**config.mk**
```make
export PLATFORM = sky130hd
export DESIGN_NAME = hcbp_ram
export DESIGN_NICKNAME = d
export VERILOG_FILES = /design/src/hcbp_ram.sv
export SDC_FILE = /design/constraint.sdc
export NUM_CORES = 2
export LEC_CHECK = 0
export ABC_AREA = 1
export ABC_CLOCK_PERIOD_IN_PS = 4500
export BUFFER_PORTS_ARGS = -buffer_cell sky130_fd_sc_hd__buf_2
export CORE_UTILIZATION = 55
export DETAILED_ROUTE_END_ITERATION = 10
export PLACE_DENSITY = 0.82
export SLEW_MARGIN = 15
export SYNTH_ARGS = -nofsm -noshare
export SYNTH_HDL_FRONTEND = slang
export SYNTH_SLANG_ARGS = --single-unit
```
**constraint.sdc**
```tcl
create_clock -name clk -period 4.5 [get_ports clk]
set_input_delay 0.675 -clock clk [delete_from_list [all_inputs] [get_ports clk]]
set_output_delay 0.675 -clock clk [all_outputs]
set_load 0.01 [all_outputs]
```
**src/hcbp_ram.sv**
```systemverilog
// ----------------------------------------------------------------------------
// hcbp_ram
// generic single-port-write, one-read ram with registered read data
// ----------------------------------------------------------------------------
`default_nettype none

module hcbp_ram #(
  parameter int unsigned Width = 8,
  parameter int unsigned Depth = 256
) (
  input  wire logic                     clk,
  input  wire logic                     we,
  input  wire logic [$clog2(Depth)-1:0] waddr,
  input  wire logic [Width-1:0]         wdata,
  input  wire logic                     re,
  input  wire logic [$clog2(Depth)-1:0] raddr,
  output logic      [Width-1:0]         rdata
);

  logic [Width-1:0] mem [Depth];
  logic [Width-1:0] rdata_r;

  always_ff @(posedge clk) begin
    if (we) begin
      mem[waddr] <= wdata;
    end
    if (re) begin
      rdata_r <= mem[raddr];
    end
  end

  assign rdata = rdata_r;

endmodule

`default_nettype wire

```
## Word-level counts from Yosys, hierarchy flattened

Memory sizes are Yosys's and may differ from the RTL's. A register that Yosys moved wholly into a read port is not among the register bits.
Cells that the tools add are included.

| cells by class | value |
|---|---|
| muxes and demuxes | 2 |

Operators with widths:

| kind | number |
|---|---|
| 2-to-1 mux 1 bit | 2 |

| word-level totals | value |
|---|---|
| memories kept | 1 |
| flip-flop bits (word level) | 0 |
| logic and storage cells | 3 |
| bits in writable memories | 2048 |
| input port bits | 27 |

Memory list:

| memory | depth | bits a word | rd ports | clocked after Yosys merged registers in | write ports | RTL line | RTL |
|---|---|---|---|---|---|---|---|
| mem | 256 | 8 | 1 | 1 | 1 | 20 | `logic [Width-1:0] mem [Depth];` |

## Depth between registers and ports, before layout

| depth | value |
|---|---|
| word-level depth | 2 |
| depth in mapped cells | 15 |
| depth with buffers taken out | 11 |

## Worst setup path before layout

OpenSTA, ideal clock, no wires.

| path | value |
|---|---|
| path type | input to register |
| start | input port we |
| end | memory mem[162][0] (enable) |
| arrival time | 1.796 ns |
| setup time | 0.370 ns |
| stages on the path | 4 |
| setup slack | 2.334 ns |
| path through | clkbuf_1 > nand3_1 > clkbuf_1 > nor2_1 |

| on the way | value |
|---|---|
| word-level cells in the longest chain between the ends | 2 |

RTL lines:

| element | RTL line | RTL |
|---|---|---|
| from (decl) | 12 | `input wire logic we,` |
| 2-to-1 mux 1 bit | 24 | `if (we) begin` |
| 2-to-1 mux 1 bit (implied by the code) | 25 | `mem[waddr] <= wdata;` |
| to (decl) | 20 |  |

Every way passes these cells.

==> impl_metrics.env <==
export IMPL_io_pins=35
export IMPL_drc=0
export IMPL_finClkSkew_ps=40.42
export IMPL_pwr_share_seq_pct=54.2
export IMPL_cpMostUsedCell="nand3_1"
export IMPL_dp_slack_ps=722.9
export IMPL_endpoint_kind="register"
export IMPL_cts_sinks=2056
export IMPL_fin_nets=6892
export IMPL_rsz0062_at_grt="no"
export IMPL_hold_buffers=0
export IMPL_max_cap_viol_count=0
export IMPL_leakagePower_uw=0.03138
export IMPL_min_period_ps=3136
export IMPL_cp_cell_sequence="buf_8 > inv_16 > buf_12 > buf_4 > nand2_1 > nand3_1 > nand3_1 > nand3_1 > nand3_1 > nand3_1 > nand3_1 > nand2_1 > nand2_1 > nand2_1"
export IMPL_synth_cell_type_count=13
export IMPL_max_freq_mhz=318.9
export IMPL_layout_drive_gt1_share_pct=5.929
export IMPL_outcome="complete, no violations"
export IMPL_die_h_um=391.6
export IMPL_cp_max_fo=207
export IMPL_critPathSlowestCell="inv_16"
export IMPL_async_reset_ff_share_pct=0
export IMPL_finalCritPeriodShare_pct=69.69
export IMPL_post_synth_top_count_cell="nand2_1"
export IMPL_worst_pin_slew_ps=1190
export IMPL_power_density_nw_per_um2=427.7
export IMPL_crit_required_ps=5190
export IMPL_rows=142
export IMPL_fill_cells=10790
export IMPL_place_hpwl_um=121600
export IMPL_yosysTopAreaCell="edfxtp_1"
export IMPL_clk_pin_slew_worst_paths_ps=60
export IMPL_place_congestion=0.9171
export IMPL_dr_pass1_iters=9
export IMPL_antenna_left=0
export IMPL_startpoint_type="input pin"
export IMPL_setup_slack_ps=1364
export IMPL_clk_latency_ps=830
export IMPL_route_vias_total=56570
export IMPL_track_usage_pct=28.28
export IMPL_setup_viol=0
export IMPL_crit_buf_inv=4
export IMPL_wl_per_cell_um=24.12
export IMPL_path_depth=14
export IMPL_drtIter0Drc=9046
export IMPL_maxSlewHeadroom_pct=20.45
export IMPL_peakVddDrop_uv=312.7
export IMPL_synth_edf_count=2056
export IMPL_globalRouteOverflowTotal=0
export IMPL_coreArea_um2=150300
export IMPL_syn_num_nets=7030
export IMPL_cp_top_family="buffers and inverters"
export IMPL_switching_power_uw=8701
export IMPL_area_growth_pct=9.154
export IMPL_hold_depth=1
export IMPL_hp_class="input pin to register"
export IMPL_synthTopCellsByArea="edfxtp_1 (74%), nand3_1 (12%), nand2_1 (9.5%)"
export IMPL_port_buffers=34
export IMPL_switching_share_pct=22.33
export IMPL_clkPwrFrac_pct=39.7
export IMPL_synth_avg_cell_area_um2=11.92
export IMPL_setup_tns_ps=0
export IMPL_cts_setup_buffers=0
export IMPL_p_comb_share_pct=6.0
export IMPL_clk_path_buf_depth=3
export IMPL_finalHoldWorstSlack_ps=249.8
export IMPL_slew_viol_final=0
export IMPL_reg2reg_depth=10
export IMPL_die_width_um=391.6
export IMPL_htree_levels=4
export IMPL_max_stage_delay_ps=590
export IMPL_die_area_um2=153300
export IMPL_cts_root_buffer="clkbuf_16"
export IMPL_drt_total_wl_um=218000
export IMPL_finalHoldViolations=0
export IMPL_synth_top_cell_area_share_pct=73.96
export IMPL_cts_buffers=191
export IMPL_crit_arrival_ps=3830
export IMPL_grt_max_degree=219
export IMPL_synth_seq_cells=2056
export IMPL_antenna_found_initial=13
export IMPL_ys_seq_area_share_pct=73.96
export IMPL_cts_tree="yes"
export IMPL_grt_pass1_vias=54190
export IMPL_ctsResizeCount=0
export IMPL_initial_utilization_pct=55.54
export IMPL_yosysWarnings=0
export IMPL_yosys_top_cells_count="nand2_1 (2123), edfxtp_1 (2056), nand3_1 (2019), nor2_1 (283), buf_2 (268)"
export IMPL_yosys_most_used_dff="edfxtp_1"
export IMPL_intPower_uw=30270
export IMPL_critical_path_class="input pin to register"
export IMPL_vias_per_cell=6.261
export IMPL_syn_instance_count=7003
export IMPL_syn_area_um2=83480
export IMPL_grt_pass1_wl_um=326100
export IMPL_fin_total_pwr_uw=38970
metrics by stage:
| stage | utilization, % | std cells | instance area, um^2 |
|---|---|---|---|
| after CTS | 60.61 | 9032 | 91110 |
| final | 60.62 | 9035 | 91120 |
| after global placement | 56.68 | 8688 | 85190 |
| after global routing | 60.61 | 9032 | 91110 |
| after detailed placement | 56.68 | 8688 | 85190 |
| after floorplan | - | 7003 | 83480 |
flip-flops by register name, indices dropped and copies added (netlist names):
name   flops
mem     2048
rdata      8
cells by family after synthesis:
group | Yosys count | synth area share, %
buf+inv | 522 | 3.116
simple gates | 4425 | 22.92
flops | 2056 | 73.96
cell usage in the layout (no fill, tap or decap):
cell type / n
inv_8: 2
inv_1: 34
diode_2: 3
buf_12: 35
clkinvlp_4: 2
inv_2: 1
inv_16: 1
clkbuf_16: 194
clkbuf_1: 48
edfxtp_1: 2056
buf_2: 22
buf_8: 11
nand2_1: 2121
nand3_1: 2019
clkinv_1: 39
nor2_1: 283
inv_6: 3
clkinv_4: 1
nand2_2: 2
clkinv_8: 7
buf_4: 84
bufinv_16: 12
inv_4: 1
clkinv_16: 1
clkinv_2: 37
metal layers:
layer / GRT usage (%) / part of all wire (%)
met5: 0 / 0.073
met4: 14.22 / 5.2
met3: 7.599 / 14
met2: 43.74 / 46
met1: 37.01 / 34
power by group through the flow:
stage | Combinational, uW | Clock (uW) | Sequential (uW)
finish | 2350 | 15500 | 21100
global route | 2500 | 16200 | 21100
CTS | 2290 | 15500 | 21100
detailed placement | 2270 | 0 | 21500
global placement | 2210 | 0 | 21500
floorplan | 1300 | 0 | 21500
layout make-up:
| type | instances | area [um^2] | area share, % |
|---|---|---|---|
| flip-flops and latches | 2056 | 61740 | 67.76 |
| repair buffers | 152 | 1607 | 1.763 |
| diodes | 3 | 7.507 | 0.008239 |
| inverters | 39 | 180.2 | 0.1977 |
| clock inverters | 102 | 885.9 | 0.9722 |
| well taps | 2016 | 2522 | 2.768 |
| multi-input cells | 4425 | 19140 | 21.01 |
| clock buffers | 242 | 5035 | 5.526 |
worst paths after layout:
path	slack, ps	endpoint	start
setup / recovery	1360	rdata[0]	raddr[0]
hold / removal	250	rdata[6]	re
setup reg to reg	2410	rdata[0]	mem[223][0]
hold reg to reg	1060	rdata[5]	mem[8][5]
(Power assumes the default switching activity.)
